**src/ipwd_pkg.sv**
```systemverilog
// ipwd_pkg: shared types, register indexes, reset values and the width window match.
// No dependencies; imported by every module of the IR pulse width decoder.
`default_nettype none
package ipwd_pkg;

   localparam int unsigned TimeW    = 16;
   localparam int unsigned TolW     = 15;
   localparam int unsigned CodeW    = 8;
   localparam int unsigned CsrAddrW = 3;
   localparam int unsigned CsrDataW = 16;
   localparam int unsigned ReqDataW = 24;
   localparam int unsigned RspDataW = 16;

   localparam logic [TimeW-1:0] PeriodReset = 16'd10000;
   localparam logic [TimeW-1:0] ZeroReset   = 16'd300;
   localparam logic [TimeW-1:0] OneReset    = 16'd600;
   localparam logic [TimeW-1:0] LeaderReset = 16'd900;
   localparam logic [TimeW-1:0] EndReset    = 16'd1200;
   localparam logic [TolW-1:0]  TolReset    = 15'd50;

   localparam logic [CodeW-1:0] AcceptMax = 8'd2;
   localparam logic [1:0]       CountMax  = 2'd3;
   localparam logic [1:0]       CountTrig = 2'd2;

   typedef enum logic [CsrAddrW-1:0] {
      REG_TIMER_PERIOD = 3'd0,
      REG_ZERO_WIDTH   = 3'd1,
      REG_ONE_WIDTH    = 3'd2,
      REG_LEADER_WIDTH = 3'd3,
      REG_END_WIDTH    = 3'd4,
      REG_TOLERANCE    = 3'd5
   } reg_index_type;

   typedef struct packed {
      logic [TimeW-1:0] timer_period;
      logic [TimeW-1:0] zero_width;
      logic [TimeW-1:0] one_width;
      logic [TimeW-1:0] leader_width;
      logic [TimeW-1:0] end_width;
      logic [TolW-1:0]  tolerance;
   } cfg_type;

   typedef struct packed {
      logic zero_hit;
      logic one_hit;
      logic leader_hit;
      logic end_hit;
   } class_type;

   typedef struct packed {
      logic             frame_abort;
      logic             sample_trigger;
      logic             code_accepted;
      logic [CodeW-1:0] code;
      logic             code_valid;
   } result_type;

   // strict window: nominal - tol < width < nominal + tol, without going negative
   function automatic logic width_match(input logic [TimeW-1:0] width,
                                        input logic [TimeW-1:0] nominal,
                                        input logic [TolW-1:0]  tol);
      logic [TimeW:0] width_tol;
      logic [TimeW:0] nom_tol;
      width_tol = {1'b0, width} + {2'b00, tol};
      nom_tol   = {1'b0, nominal} + {2'b00, tol};
      return (width_tol > {1'b0, nominal}) && ({1'b0, width} < nom_tol);
   endfunction

endpackage
`default_nettype wire

```
**src/ipwd_classify.sv**
```systemverilog
// ipwd_classify: high time with one timer wrap correction, and the four width windows.
// Depends on ipwd_pkg.
`default_nettype none
module ipwd_classify (
   input  wire ipwd_pkg::cfg_type            cfg,
   input  wire logic [ipwd_pkg::TimeW-1:0]   rise_time,
   input  wire logic [ipwd_pkg::TimeW-1:0]   capture_time,
   output ipwd_pkg::class_type               width_class
);
   import ipwd_pkg::*;

   logic [TimeW-1:0] width;

   always_comb begin
      if (capture_time < rise_time) begin
         width = cfg.timer_period - rise_time + capture_time;
      end else begin
         width = capture_time - rise_time;
      end
   end

   assign width_class.zero_hit   = width_match(width, cfg.zero_width, cfg.tolerance);
   assign width_class.one_hit    = width_match(width, cfg.one_width, cfg.tolerance);
   assign width_class.leader_hit = width_match(width, cfg.leader_width, cfg.tolerance);
   assign width_class.end_hit    = width_match(width, cfg.end_width, cfg.tolerance);

endmodule
`default_nettype wire

```
**src/ipwd_frame.sv**
```systemverilog
// ipwd_frame: edge and frame state, bit shifting and the result register.
// Depends on ipwd_pkg and ipwd_classify.
`default_nettype none
module ipwd_frame (
   input  wire logic                         clock,
   input  wire logic                         reset,
   input  wire ipwd_pkg::cfg_type            cfg,
   input  wire logic                         in_valid,
   input  wire logic                         in_rising,
   input  wire logic [ipwd_pkg::TimeW-1:0]   in_capture,
   output logic                              in_ready,
   output logic                              out_valid,
   output ipwd_pkg::result_type              out_result,
   input  wire logic                         out_ready
);
   import ipwd_pkg::*;

   logic             high_started_ff, high_started_in;
   logic [TimeW-1:0] rise_time_ff, rise_time_in;
   logic             in_frame_ff, in_frame_in;
   logic [CodeW-1:0] shift_bits_ff, shift_bits_in;
   logic [1:0]       bit_count_ff, bit_count_in;
   logic             out_valid_ff, out_valid_in;
   result_type       result_ff, result_in;
   class_type        width_class;
   logic             fire;
   logic             take_bit;
   logic             bit_val;

   ipwd_classify u_classify (
      .cfg          (cfg),
      .rise_time    (rise_time_ff),
      .capture_time (in_capture),
      .width_class  (width_class)
   );

   assign in_ready = !out_valid_ff || out_ready;
   assign fire     = in_valid && in_ready;

   always_comb begin
      high_started_in = high_started_ff;
      rise_time_in    = rise_time_ff;
      in_frame_in     = in_frame_ff;
      shift_bits_in   = shift_bits_ff;
      bit_count_in    = bit_count_ff;
      result_in       = result_ff;
      take_bit        = 1'b0;
      bit_val         = 1'b0;
      if (fire) begin
         result_in = '0;
         if (in_rising) begin
            rise_time_in    = in_capture;
            high_started_in = 1'b1;
         end else begin
            high_started_in = 1'b0;
            if (high_started_ff) begin
               if (in_frame_ff) begin
                  if (width_class.zero_hit) begin
                     take_bit = 1'b1;
                  end else if (width_class.one_hit) begin
                     take_bit = 1'b1;
                     bit_val  = 1'b1;
                  end else if (width_class.end_hit) begin
                     result_in.code_valid    = 1'b1;
                     result_in.code          = shift_bits_ff;
                     result_in.code_accepted = (shift_bits_ff <= AcceptMax);
                     in_frame_in             = 1'b0;
                     bit_count_in            = '0;
                  end else begin
                     result_in.frame_abort = 1'b1;
                     in_frame_in           = 1'b0;
                     bit_count_in          = '0;
                  end
               end else if (width_class.leader_hit) begin
                  in_frame_in   = 1'b1;
                  shift_bits_in = '0;
                  bit_count_in  = '0;
               end
            end
         end
         if (take_bit) begin
            shift_bits_in = {shift_bits_ff[CodeW-2:0], bit_val};
            if (bit_count_ff != CountMax) begin
               bit_count_in             = bit_count_ff + 2'd1;
               result_in.sample_trigger = (bit_count_in == CountTrig);
            end
         end
      end
   end

   always_comb begin
      out_valid_in = out_valid_ff;
      if (fire) begin
         out_valid_in = 1'b1;
      end else if (out_ready) begin
         out_valid_in = 1'b0;
      end
   end

   always_ff @(posedge clock) begin
      if (reset) begin
         high_started_ff <= 1'b0;
         rise_time_ff    <= '0;
         in_frame_ff     <= 1'b0;
         shift_bits_ff   <= '0;
         bit_count_ff    <= '0;
         out_valid_ff    <= 1'b0;
      end else begin
         high_started_ff <= high_started_in;
         rise_time_ff    <= rise_time_in;
         in_frame_ff     <= in_frame_in;
         shift_bits_ff   <= shift_bits_in;
         bit_count_ff    <= bit_count_in;
         out_valid_ff    <= out_valid_in;
      end
   end

   always_ff @(posedge clock) begin
      result_ff <= result_in;
   end

   assign out_valid  = out_valid_ff;
   assign out_result = result_ff;

   a_accept_needs_valid: assert property (@(posedge clock) disable iff (reset)
      out_valid_ff && result_ff.code_accepted |-> result_ff.code_valid)
      else $error("accepted code without a delivered frame");

   a_code_zero_idle: assert property (@(posedge clock) disable iff (reset)
      out_valid_ff && !result_ff.code_valid |-> result_ff.code == '0)
      else $error("code nonzero on a beat without a delivered frame");

   a_flags_exclusive: assert property (@(posedge clock) disable iff (reset)
      out_valid_ff |-> $onehot0({result_ff.code_valid, result_ff.sample_trigger,
                                 result_ff.frame_abort}))
      else $error("more than one event flag on one beat");

   a_frame_closes: assert property (@(posedge clock) disable iff (reset)
      fire && (result_in.code_valid || result_in.frame_abort) |=> !in_frame_ff
                                                                && bit_count_ff == '0)
      else $error("frame state kept after end or abort");

endmodule
`default_nettype wire

```
**src/ir_pulse_width_decoder.sv**
```systemverilog
// A beat accepted on req_ passes the input register, then classify and frame update into
// the result register, which drives rsp_. One edge beat per cycle while rsp_tready is high;
// rsp_tready low with a result pending stalls the result register and the input register.
// Reset (synchronous, active high): frame state cleared, registers back to defaults,
// no result pending. One result beat for every input beat.
// Top level: configuration registers and input register. Depends on ipwd_pkg, ipwd_frame.
`default_nettype none
module ir_pulse_width_decoder (
   input  wire logic                             clock,
   input  wire logic                             reset,
   input  wire logic                             req_tvalid,
   output logic                                  req_tready,
   // [0] rising_edge, [16:1] capture_time, [23:17] zero
   input  wire logic [ipwd_pkg::ReqDataW-1:0]    req_tdata,
   output logic                                  rsp_tvalid,
   input  wire logic                             rsp_tready,
   // [0] code_valid, [8:1] code, [9] code_accepted, [10] sample_trigger,
   // [11] frame_abort, [15:12] zero
   output logic [ipwd_pkg::RspDataW-1:0]         rsp_tdata,
   input  wire logic                             csr_we,
   input  wire logic [ipwd_pkg::CsrAddrW-1:0]    csr_addr,
   input  wire logic [ipwd_pkg::CsrDataW-1:0]    csr_wdata
);
   import ipwd_pkg::*;

   cfg_type          cfg_ff, cfg_in;
   logic             req_valid_ff, req_valid_in;
   logic             req_rising_ff, req_rising_in;
   logic [TimeW-1:0] req_capture_ff, req_capture_in;
   logic             proc_ready;
   result_type       result;

   always_comb begin
      cfg_in = cfg_ff;
      if (csr_we) begin
         case (reg_index_type'(csr_addr))
            REG_TIMER_PERIOD: cfg_in.timer_period = csr_wdata;
            REG_ZERO_WIDTH:   cfg_in.zero_width   = csr_wdata;
            REG_ONE_WIDTH:    cfg_in.one_width    = csr_wdata;
            REG_LEADER_WIDTH: cfg_in.leader_width = csr_wdata;
            REG_END_WIDTH:    cfg_in.end_width    = csr_wdata;
            REG_TOLERANCE:    cfg_in.tolerance    = csr_wdata[TolW-1:0];
            default:          cfg_in = cfg_ff;
         endcase
      end
   end

   always_ff @(posedge clock) begin
      if (reset) begin
         cfg_ff.timer_period <= PeriodReset;
         cfg_ff.zero_width   <= ZeroReset;
         cfg_ff.one_width    <= OneReset;
         cfg_ff.leader_width <= LeaderReset;
         cfg_ff.end_width    <= EndReset;
         cfg_ff.tolerance    <= TolReset;
      end else begin
         cfg_ff <= cfg_in;
      end
   end

   assign req_tready = !req_valid_ff || proc_ready;

   always_comb begin
      req_valid_in   = req_valid_ff;
      req_rising_in  = req_rising_ff;
      req_capture_in = req_capture_ff;
      if (req_tready) begin
         req_valid_in   = req_tvalid;
         req_rising_in  = req_tdata[0];
         req_capture_in = req_tdata[TimeW:1];
      end
   end

   always_ff @(posedge clock) begin
      if (reset) begin
         req_valid_ff <= 1'b0;
      end else begin
         req_valid_ff <= req_valid_in;
      end
   end

   always_ff @(posedge clock) begin
      req_rising_ff  <= req_rising_in;
      req_capture_ff <= req_capture_in;
   end

   ipwd_frame u_frame (
      .clock      (clock),
      .reset      (reset),
      .cfg        (cfg_ff),
      .in_valid   (req_valid_ff),
      .in_rising  (req_rising_ff),
      .in_capture (req_capture_ff),
      .in_ready   (proc_ready),
      .out_valid  (rsp_tvalid),
      .out_result (result),
      .out_ready  (rsp_tready)
   );

   assign rsp_tdata = {{(RspDataW - $bits(result_type)){1'b0}}, result};

endmodule
`default_nettype wire
```
**config.mk**
```make
export PLATFORM = sky130hd
export DESIGN_NAME = ir_pulse_width_decoder
export DESIGN_NICKNAME = d
export VERILOG_FILES = /design/src/ipwd_pkg.sv /design/src/ipwd_classify.sv /design/src/ipwd_frame.sv /design/src/ir_pulse_width_decoder.sv
export SDC_FILE = /design/constraint.sdc
export NUM_CORES = 1
export LEC_CHECK = 0
export BUFFER_PORTS_ARGS = -buffer_cell sky130_fd_sc_hd__buf_2
export CORE_ASPECT_RATIO = 0.6
export CORE_MARGIN = 4
export CORE_UTILIZATION = 40
export DETAILED_ROUTE_END_ITERATION = 10
export PLACE_DENSITY_LB_ADDON = 0.12
export SYNTH_ARGS = -nofsm -noshare
export SYNTH_HDL_FRONTEND = slang
export SYNTH_HIERARCHICAL = 1
export SYNTH_SLANG_ARGS = --single-unit
```
**constraint.sdc**
```tcl
create_clock -name clock -period 13.2 [get_ports clock]
set_input_delay 1.98 -clock clock [delete_from_list [all_inputs] [get_ports clock]]
set_output_delay 1.98 -clock clock [all_outputs]
set_load 0.01 [all_outputs]
```
==> run summary, run 1 <==
status: complete, no violations
worst rel slew slack: 0.319
#FFs+latches synth: 154
Skew-Pair Late Insertion Delay: 0.45 ns
Flop pwr share: 0.277
top_reg_cell synth: dfxtp_1
footprint of the multi-input gates: 0.0103 mm2
CTS tree: built
vias per cell: 5.52
nets: 2,018
layout cells sized above 1: 0.0822
core box area: 0.0353 mm2
r2r startpoint: req_capture_ff[0]
Yosys cell types: 88
hold_buf cts: 0
Synthesis Warnings: 6
remaining antenna violation count after routing: 0
Finish-stage setup viols: 0
CP Max Fanout: 9
combinational power share: 0.439
met3 routed WL: 3390 um
largest net degree at the start of global routing: 97
Post-synth EDFFs: 29
Initial Util: 0.409
WHS: 0.466 ns
Clock Sinks: 154
P&R area growth vs syn: 9.96%
synthesized instance count: 1,658
Achievable Freq: 116 MHz
# Max-Cap Violations: 0
Final TNS setup: 0 ns
io pins: 66
area fraction of the dominant cell type after synthesis: 0.204
Synth top cells by count: 235 x ha_1, 167 x inv_1, 125 x dfxtp_1
Critical-path top delay cell: a311oi_2
synthesized area per cell: 8.71 um2
FF-to-FF setup slack: 4.57 ns
cell taking the most area after synthesis: ha_1
DRC violations left: 0
wire per inst: 20.3 um
post-synthesis cell area: 0.0144 mm2
postcts setup bufs: 0
sw frac: 0.408
initial antenna violation count: 1
Crit. End Element: flip-flop
R2R cell count: 30
critical path class: reg2reg
Post-synth ARST share: 0
final worst path period share: 0.654
gr ovfl total: 0
clock slew at reported path FFs: 0.07 ns
Routability Congestion: 0.937
DRT Pass-1 Iters: 7
Worst-Margin Slew: 1.02 ns
number of port buffers: 54
peak per-stage delay on the critical path: 0.81 ns
Num CTS Buffers: 17
max-slew violations: 0
worst hold-check path type: reg2reg
P_leak: 7.43 nW
Final Routed Wirelength: 44,500 um
Layout Skew: 0.0151 ns
first-pass GRT wire length: 68,300 um
crit path launch type: flip-flop
die span in y: 155 um
Int Pwr: 1.08 mW
clock period minus worst slack: 8.63 ns
vias in the first global route: 11,200
Max Used Layer: met4
final hold vios: 0
gr usage total: 0.226
H-tree Lvls: 4
sequential-to-total area share from yosys stat: 0.234
DIE AREA: 0.0393 mm2
unrepaired setup endpoints after global routing: no
WP data arrival: 8.95 ns
Fill cells: 3,504
top post-synthesis cells by area: ha_1 20%, dfxtp_1 17%, mux2i_1 6.7%
die width: 253 um
PwrDens: 115 mW/mm2
met1 WL: 24,800 um
post-cts sizing count: 0
Worst R2R End: u_frame/shift_bits_ff[3]
FP Rows: 53
Worst Path Required: 13.52 ns
DRC violation total after the first TritonRoute iteration: 1,070
CTS max path bufs: 2
most common cell in the netlist: ha_1
CTS root buf: clkbuf_16
Met2 Routed Length: 15,900 um
vias post-DR: 12,100
switching power: 0.746 mW
ant diodes: 0
clock network power share: 0.284
total area of sequential cells: 0.00337 mm2
VDD IR max: 0.0878 mV
worst setup path startpoint: req_capture_ff[0]
Critical Path Sink: u_frame/shift_bits_ff[3]
Post-DP HPWL: 35,500 um
cells in the final DEF (no fill, tap or decap), types with 8 or more instances in the layout:
| master | count |
|---|---|
| ha_1 | 235 |
| inv_1 | 167 |
| dfxtp_1 | 125 |
| a21oi_1 | 105 |
| nand2b_1 | 104 |
| nand2_1 | 101 |
| mux2i_1 | 96 |
| nor2_1 | 83 |
| o21ai_0 | 54 |
| buf_2 | 53 |
| a21o_1 | 53 |
| xor2_1 | 46 |
| xnor2_1 | 42 |
| nor3_1 | 39 |
| edfxtp_1 | 29 |
| nand3_1 | 27 |
| nor2b_1 | 24 |
| buf_4 | 23 |
| o21a_1 | 22 |
| fa_1 | 21 |
| nand4_1 | 19 |
| clkbuf_16 | 17 |
| o211ai_1 | 17 |
| a211oi_1 | 17 |
| and2_1 | 15 |
| and3_1 | 14 |
| a31oi_1 | 12 |
| o21bai_1 | 10 |
| or3_1 | 9 |
| o21ai_1 | 8 |
critical path, delay by kind of cell, from the launching register on:
kind | cells | cell delay [ns]
XOR/XNOR | 1 | 0.43
buffers and inverters | 3 | 0.28
AND/OR/NAND/NOR | 7 | 2.26
flip-flops | 1 | 0.46
adder cells (fa/ha/maj) | 5 | 1.32
AO/OA/AOI/OAI | 14 | 3.72
final cells by class:
cell class                 count  share of cell area
multi-input combinational   1297               0.646
clock buffer                  17              0.0268
sequential                   154               0.212
timing repair buffer          76              0.0276
clock inverter                15              0.0110
inverter                     168              0.0397
tap                          467              0.0368
logic make-up after synthesis:
group | count (synthesis) | share of synthesized area
other cells | 1 | 0.000260
buf+inv | 210 | 0.0594
xor+xnor | 88 | 0.0534
mux | 96 | 0.0665
compound gates | 377 | 0.178
flops | 154 | 0.234
fa+ha+maj | 256 | 0.233
simple gates | 476 | 0.177
through the flow:
step / worst slack (ns) / std cells / power [mW] / util / instance area, um2
final: 4.57 / 2194 / 1.83 / 0.450 / 15900
after global routing: 4.12 / 2194 / 1.95 / 0.450 / 15900
after CTS: 4.81 / 2194 / 1.82 / 0.450 / 15900
after detailed placement: 4.85 / 2162 / 1.29 / 0.433 / 15300
after global placement: 4.89 / 2162 / 1.27 / 0.433 / 15300
after floorplan: 6.55 / 1661 / 1.04 / - / 14500
layer usage:
layer | vias to the layer above | global-route usage
li1 | 6026 | -
met1 | 5745 | 0.384
met2 | 319 | 0.281
met3 | 21 | 0.0520
met4 | 0 | 0.0359
met5 | - | 0
state kept, by name (all words and copies together) (netlist names), 2 cells and up:
| register | cells |
|---|---|
| req_capture_ff | 16 |
| u_frame/shift_bits_ff | 8 |
| u_frame/rise_time_ff | 16 |
| u_frame/out_result | 12 |
| cfg_ff | 95 |
| u_frame/bit_count_ff | 2 |
how the worst min path moves through the flow:
| stage | startpoint | end | slack, ns | cells past startpoint |
|---|---|---|---|---|
| 5_1_grt | cfg_ff[81] | cfg_ff[81] | 0.50 | 2 |
| 3_5_place_dp | u_frame/rise_time_ff[0] | u_frame/rise_time_ff[0] | 0.46 | 2 |
| 3_3_place_gp | u_frame/rise_time_ff[0] | u_frame/rise_time_ff[0] | 0.45 | 2 |
| 6_report | u_frame/rise_time_ff[0] | u_frame/rise_time_ff[0] | 0.47 | 2 |
| 4_1_cts | u_frame/rise_time_ff[0] | u_frame/rise_time_ff[0] | 0.47 | 2 |
| 2_1_floorplan | u_frame/rise_time_ff[0] | u_frame/rise_time_ff[0] | 0.44 | 2 |
power by group through the flow:
stage	clock network, mW	registers (mW)	logic, mW
6_report	0.520	0.506	0.802
5_1_grt	0.551	0.508	0.887
4_1_cts	0.531	0.506	0.781
3_5_place_dp	0	0.517	0.773
3_3_place_gp	0	0.517	0.757
2_1_floorplan	0	0.512	0.527
Power figures use the tool's default switching activity.
==> run 2: changes to the inputs <==
Settings changed: ABC_AREA set to 1.
Clock period 13.2 ns to 7.4 ns, I/O delays scaled along.
==> run 2 against run 1 <==
Net effect:
- clock power rose by 83%
- critical path type unchanged
- critical endpoint is now u_frame/shift_bits_ff[6]
- sequential power is 83% higher
- critical path depth is 10 higher
- design area is 3.3% higher
- hold slack improved by 0.0087 ns
==> run summary, run 2 <==
PwrDens: 214 mW/mm2
vias per cell: 5.38
CTS tree: built
nets: 2,530
worst setup path startpoint: req_capture_ff[0]
Routability Congestion: 0.922
initial antenna violation count: 1
CP Max Fanout: 19
r2r startpoint: req_capture_ff[0]
CTS root buf: clkbuf_16
#FFs+latches synth: 154
register bank with the most flops: cfg_ff
Final Routed Wirelength: 52,100 um
Synth top cells by count: 474 x nand2_1, 291 x inv_1, 270 x nor2_1
die width: 257 um
Finish-stage setup viols: 0
largest net degree at the start of global routing: 67
top_reg_cell synth: dfxtp_1
Skew-Pair Late Insertion Delay: 0.46 ns
P_leak: 7.94 nW
Worst Hold Launch: u_frame/rise_time_ff[0]
final hold vios: 0
Layout Skew: 0.0203 ns
Yosys cell types: 53
DIE AREA: 0.0405 mm2
FP Rows: 54
worst rel slew slack: 0.259
DRT Pass-1 Iters: 6
peak per-stage delay on the critical path: 0.42 ns
Post-synth EDFFs: 29
post-cts sizing count: 0
Regs by FF count: cfg_ff x95, req_capture_ff x16, u_frame/rise_time_ff x16
CP most frequent cell: nand2_1
top post-synthesis cells by area: ha_1 20%, dfxtp_1 17%, nand2_1 12%
Final TNS setup: 0 ns
Initial Util: 0.408
Clock Sinks: 154
Worst Path Required: 7.74 ns
VDD IR max: 0.197 mV
Crit. End Element: flip-flop
Largest register FFs: 95
postcts setup bufs: 0
P&R area growth vs syn: 9.97%
number of port buffers: 54
Worst-Margin Slew: 1.11 ns
sequential-to-total area share from yosys stat: 0.226
clock slew at reported path FFs: 0.08 ns
most common cell in the netlist: nand2_1
crit path launch type: flip-flop
Achievable Freq: 159 MHz
final worst path period share: 0.848
H-tree Lvls: 4
post-synthesis cell area: 0.0149 mm2
vias post-DR: 14,800
layout cells sized above 1: 0.0679
clock period minus worst slack: 6.27 ns
Num CTS Buffers: 17
Critical-path top delay cell: fa_1
die span in y: 158 um
Synthesis Warnings: 6
synthesized area per cell: 6.88 um2
status: complete, no violations
critical path class: reg2reg
worst hold-check path type: reg2reg
Post-synth ARST share: 0
WP data arrival: 6.61 ns
Post-DP HPWL: 42,700 um
synthesized instance count: 2,168
DRC violation total after the first TritonRoute iteration: 1,473
most frequent cells in the layout: 474 x nand2_1, 291 x inv_1, 269 x nor2_1
final core utilization: 0.449
WHS: 0.475 ns
CTS max path bufs: 2
hold_buf cts: 0
DRC violations left: 0
first-pass GRT wire length: 78,300 um
cell taking the most area after synthesis: ha_1
# Max-Cap Violations: 0
max-slew violations: 0
commonest non-fill, non-tap cell in the layout: nand2_1
gr usage total: 0.255
core box area: 0.0366 mm2
wire per inst: 19.0 um
io pins: 66
vias in the first global route: 13,400
area fraction of the dominant cell type after synthesis: 0.197
unrepaired setup endpoints after global routing: no
remaining antenna violation count after routing: 0
gr ovfl total: 0
[run 2: cell count changes after synthesis, sizes merged, moves of 24 or more]
| cell | previous run | this run |
|---|---|---|
| nand2 | 101 | 485 |
| a21o | 54 | 9 |
| a21oi | 107 | 191 |
| inv | 167 | 297 |
| nand3 | 27 | 190 |
| nor2 | 84 | 280 |
| nor2b | 24 | 0 |
| mux2i | 96 | 0 |
| nand2b | 104 | 0 |
[run 2: worst max-delay path, delay by kind of cell (launching register included)]
kind | cells | cell delay [ns]
AOI/OAI and AO/OA | 6 | 1.41
xor gates and xnor gates | 1 | 0.15
adders and majority gates | 5 | 1.61
buffers and inverters | 5 | 0.64
DFF | 1 | 0.40
and+or+nand+nor | 23 | 1.92
[run 2: metrics by stage]
stage	instances	setup WS, ns	cell area, um2	total power, mW
2_1_floorplan	2171	2.08	14900	2.00
3_3_place_gp	2711	1.30	15800	2.48
3_5_place_dp	2711	1.23	15800	2.53
4_1_cts	2743	1.17	16400	3.48
5_1_grt	2743	0.623	16400	3.75
6_report	2744	1.13	16400	3.51
[run 2: final cells by class]
| cell class | instances | area (um2) |
|---|---|---|
| fill | 3837 | 20200 |
| timing repair buffer | 81 | 473 |
| inverter | 297 | 1120 |
| antenna | 1 | 2.50 |
| sequential | 154 | 3370 |
| multi-input combinational | 1675 | 10200 |
| clock inverter | 15 | 211 |
| tap | 504 | 631 |
| clock buffer | 17 | 425 |
[run 2: report_power, final]
group / leakage, nW / switching [mW] / internal, mW
clock: 0.304 / 0.480 / 0.469
sequential: 1.31 / 0.0434 / 0.883
combinational: 6.32 / 1.04 / 0.592
total: 7.94 / 1.57 / 1.94
[run 2: kinds of logic (layout without fill, tap and decap cells)]
family	Yosys count	after routing	synth area share
xor gates and xnor gates	81	81	0.0476
AOI/OAI and AO/OA	317	317	0.119
buffers and inverters	342	410	0.0934
DFF	154	154	0.226
adders and majority gates	256	256	0.225
and+or+nand+nor	1017	1017	0.288
other	1	5	0.000251
[run 2: per-layer routing]
metal | track usage | vias to the layer above | share of wire
met5 | 0 | - | 0
met4 | 0.0618 | 0 | 0.019
met3 | 0.0490 | 52 | 0.099
met2 | 0.331 | 546 | 0.36
met1 | 0.418 | 6928 | 0.52
li1 | - | 7238 | -
[run 2: path summary, 6_finish.rpt]
kind | endpoint | slack [ns] | cells past startpoint
hold / removal | u_frame/rise_time_ff[0] | 0.48 | 2
setup reg to reg | u_frame/shift_bits_ff[6] | 1.13 | 40
hold reg to reg | u_frame/rise_time_ff[0] | 0.48 | 2
setup / recovery | u_frame/shift_bits_ff[6] | 1.13 | 40
==> run 3: changes to the inputs <==
Settings changed: ABC_AREA 1 to 0.
Clock period 7.4 ns to 6.2 ns, I/O delays scaled along.
==> run 3 against run 2 <==
Net effect:
- the flow now finishes with violations (negative setup slack)
- die area fell by 3.0%
- maximum frequency fell by 5.4%
- via count fell by 13%
- hold slack got worse by 0.0018 ns
- routed wire length fell by 5.8%
- power rose by 26%
- sequential cell count did not move
- clock skew fell by 0.0064 ns
- combinational power rose by 39%
- final cell count fell by 13%
==> run summary, run 3 (synthesis results as in run 1) <==
status: finished, violations left
failing checks: negative setup slack
post-place setup slack: -0.909 ns
P&R area growth vs syn: 23.8%
DRC violation total after the first TritonRoute iteration: 1,062
# Max-Cap Violations: 0
Achievable Freq: 151 MHz
VDD IR max: 0.187 mV
DRT Pass-1 Iters: 5
Clock Sinks: 154
core box area: 0.0353 mm2
Worst Hold Launch: u_frame/rise_time_ff[0]
WP data arrival: 6.99 ns
Num CTS Buffers: 17
WHS: 0.473 ns
gr usage total: 0.249
register bank with the most flops: cfg_ff
worst rel slew slack: 0.288
remaining antenna violation count after routing: 0
crit path launch type: flip-flop
FP Rows: 53
CTS root buf: clkbuf_16
hold_buf cts: 0
Crit. End Element: flip-flop
max-slew violations: 0
DIE AREA: 0.0393 mm2
first-pass GRT wire length: 73,800 um
Layout Skew: 0.0139 ns
critical path class: reg2reg
gr ovfl total: 0
Routability Congestion: 0.942
Post-DP HPWL: 38,800 um
Initial Util: 0.409
CP Max Fanout: 6
Skew-Pair Late Insertion Delay: 0.46 ns
most frequent cells in the layout: 225 x ha_1, 203 x buf_4, 165 x inv_1
Critical-path top delay cell: fa_2
final worst path period share: 1.07
commonest non-fill, non-tap cell in the layout: ha_1
H-tree Lvls: 4
Final Routed Wirelength: 49,000 um
ant diodes: 0
final hold vios: 0
wire per inst: 20.5 um
die span in y: 155 um
nets: 2,212
vias in the first global route: 12,100
unrepaired setup endpoints after global routing: yes
io pins: 66
layout cells sized above 1: 0.210
Largest register FFs: 95
Finish-stage setup viols: 23
number of port buffers: 54
worst hold-check path type: reg2reg
vias post-DR: 12,900
die width: 253 um
initial antenna violation count: 0
largest net degree at the start of global routing: 79
post-route setup slack: -0.430 ns
peak per-stage delay on the critical path: 0.41 ns
r2r startpoint: req_capture_ff[0]
PwrDens: 248 mW/mm2
worst setup path startpoint: req_capture_ff[0]
Worst Path Required: 6.56 ns
DRC violations left: 0
Regs by FF count: cfg_ff x95, req_capture_ff x16, u_frame/rise_time_ff x16
vias per cell: 5.39
clock period minus worst slack: 6.63 ns
P_leak: 8.49 nW
Worst-Margin Slew: 1.05 ns
CTS max path bufs: 2
clock slew at reported path FFs: 0.07 ns
CTS tree: built
## run 3: cell count changes in the layout (fill, tap and decap cells not counted), moves of 89 or more
cell	delta
a21oi_1	-89
buf_4	+176
inv_1	-126
mux2i_1	+96
nand2_1	-374
nand2b_1	+104
nand3_1	-161
nor2_1	-188
## run 3: what timing repair did
item	in CTS	in global routing
endpoints found under the setup margin	23	23
buffers inserted	18	11
gates cloned	1	0
pin swaps	52	36
resized for setup	58	38
## run 3: cell type report
cell class	instances	area [um2]
flip-flops and latches	154	3370
fillers	3405	17400
inverters	168	631
well taps	467	584
clock inverters	15	156
clock buffers	17	425
multi-input cells	1297	10800
repair buffers	270	1940
## run 3: worst paths after layout
path / to / slack (ns) / cells past startpoint
worst max-delay path: u_frame/shift_bits_ff[0] / -0.43 / 33
worst min-delay path: u_frame/rise_time_ff[0] / 0.47 / 2
worst max register to register: u_frame/shift_bits_ff[0] / -0.43 / 33
worst min register to register: u_frame/rise_time_ff[0] / 0.47 / 2
## run 3: routing by layer
| layer | track usage | share of wire | vias to the layer above |
|---|---|---|---|
| met5 | 0 | 0 | - |
| met2 | 0.327 | 0.37 | 350 |
| met1 | 0.409 | 0.54 | 6111 |
| met4 | 0.0430 | 0.0096 | 0 |
| met3 | 0.0523 | 0.072 | 25 |
| li1 | - | - | 6394 |
## run 3: power breakdown
group / total (mW) / switching (mW) / leakage (nW) / internal, mW
registers: 1.07 / 0.0269 / 1.30 / 1.05
clock network: 1.08 / 0.548 / 0.272 / 0.536
logic: 2.28 / 1.21 / 6.91 / 1.07
## run 3: worst max-delay path, delay by kind of cell, from the launching register on
kind            cells  cell delay, ns
compound gates     17            3.18
buf+inv             7            0.79
xor+xnor            1            0.19
fa+ha+maj           4            1.01
flops               1            0.38
simple gates        4            0.97
## run 3: through the flow
step / power [mW] / TNS, ns / area, um2 / cells / util
3_3_place_gp: 3.10 / -17.50 / 16600 / 2327 / 0.470
5_1_grt: 4.72 / -15.75 / 17900 / 2388 / 0.507
6_report: 4.44 / -8.57 / 17900 / 2388 / 0.507
3_5_place_dp: 3.11 / -18.30 / 16600 / 2327 / 0.470
4_1_cts: 4.35 / -7.16 / 17600 / 2377 / 0.499
2_1_floorplan: 2.24 / 0 / 14500 / 1661 / -
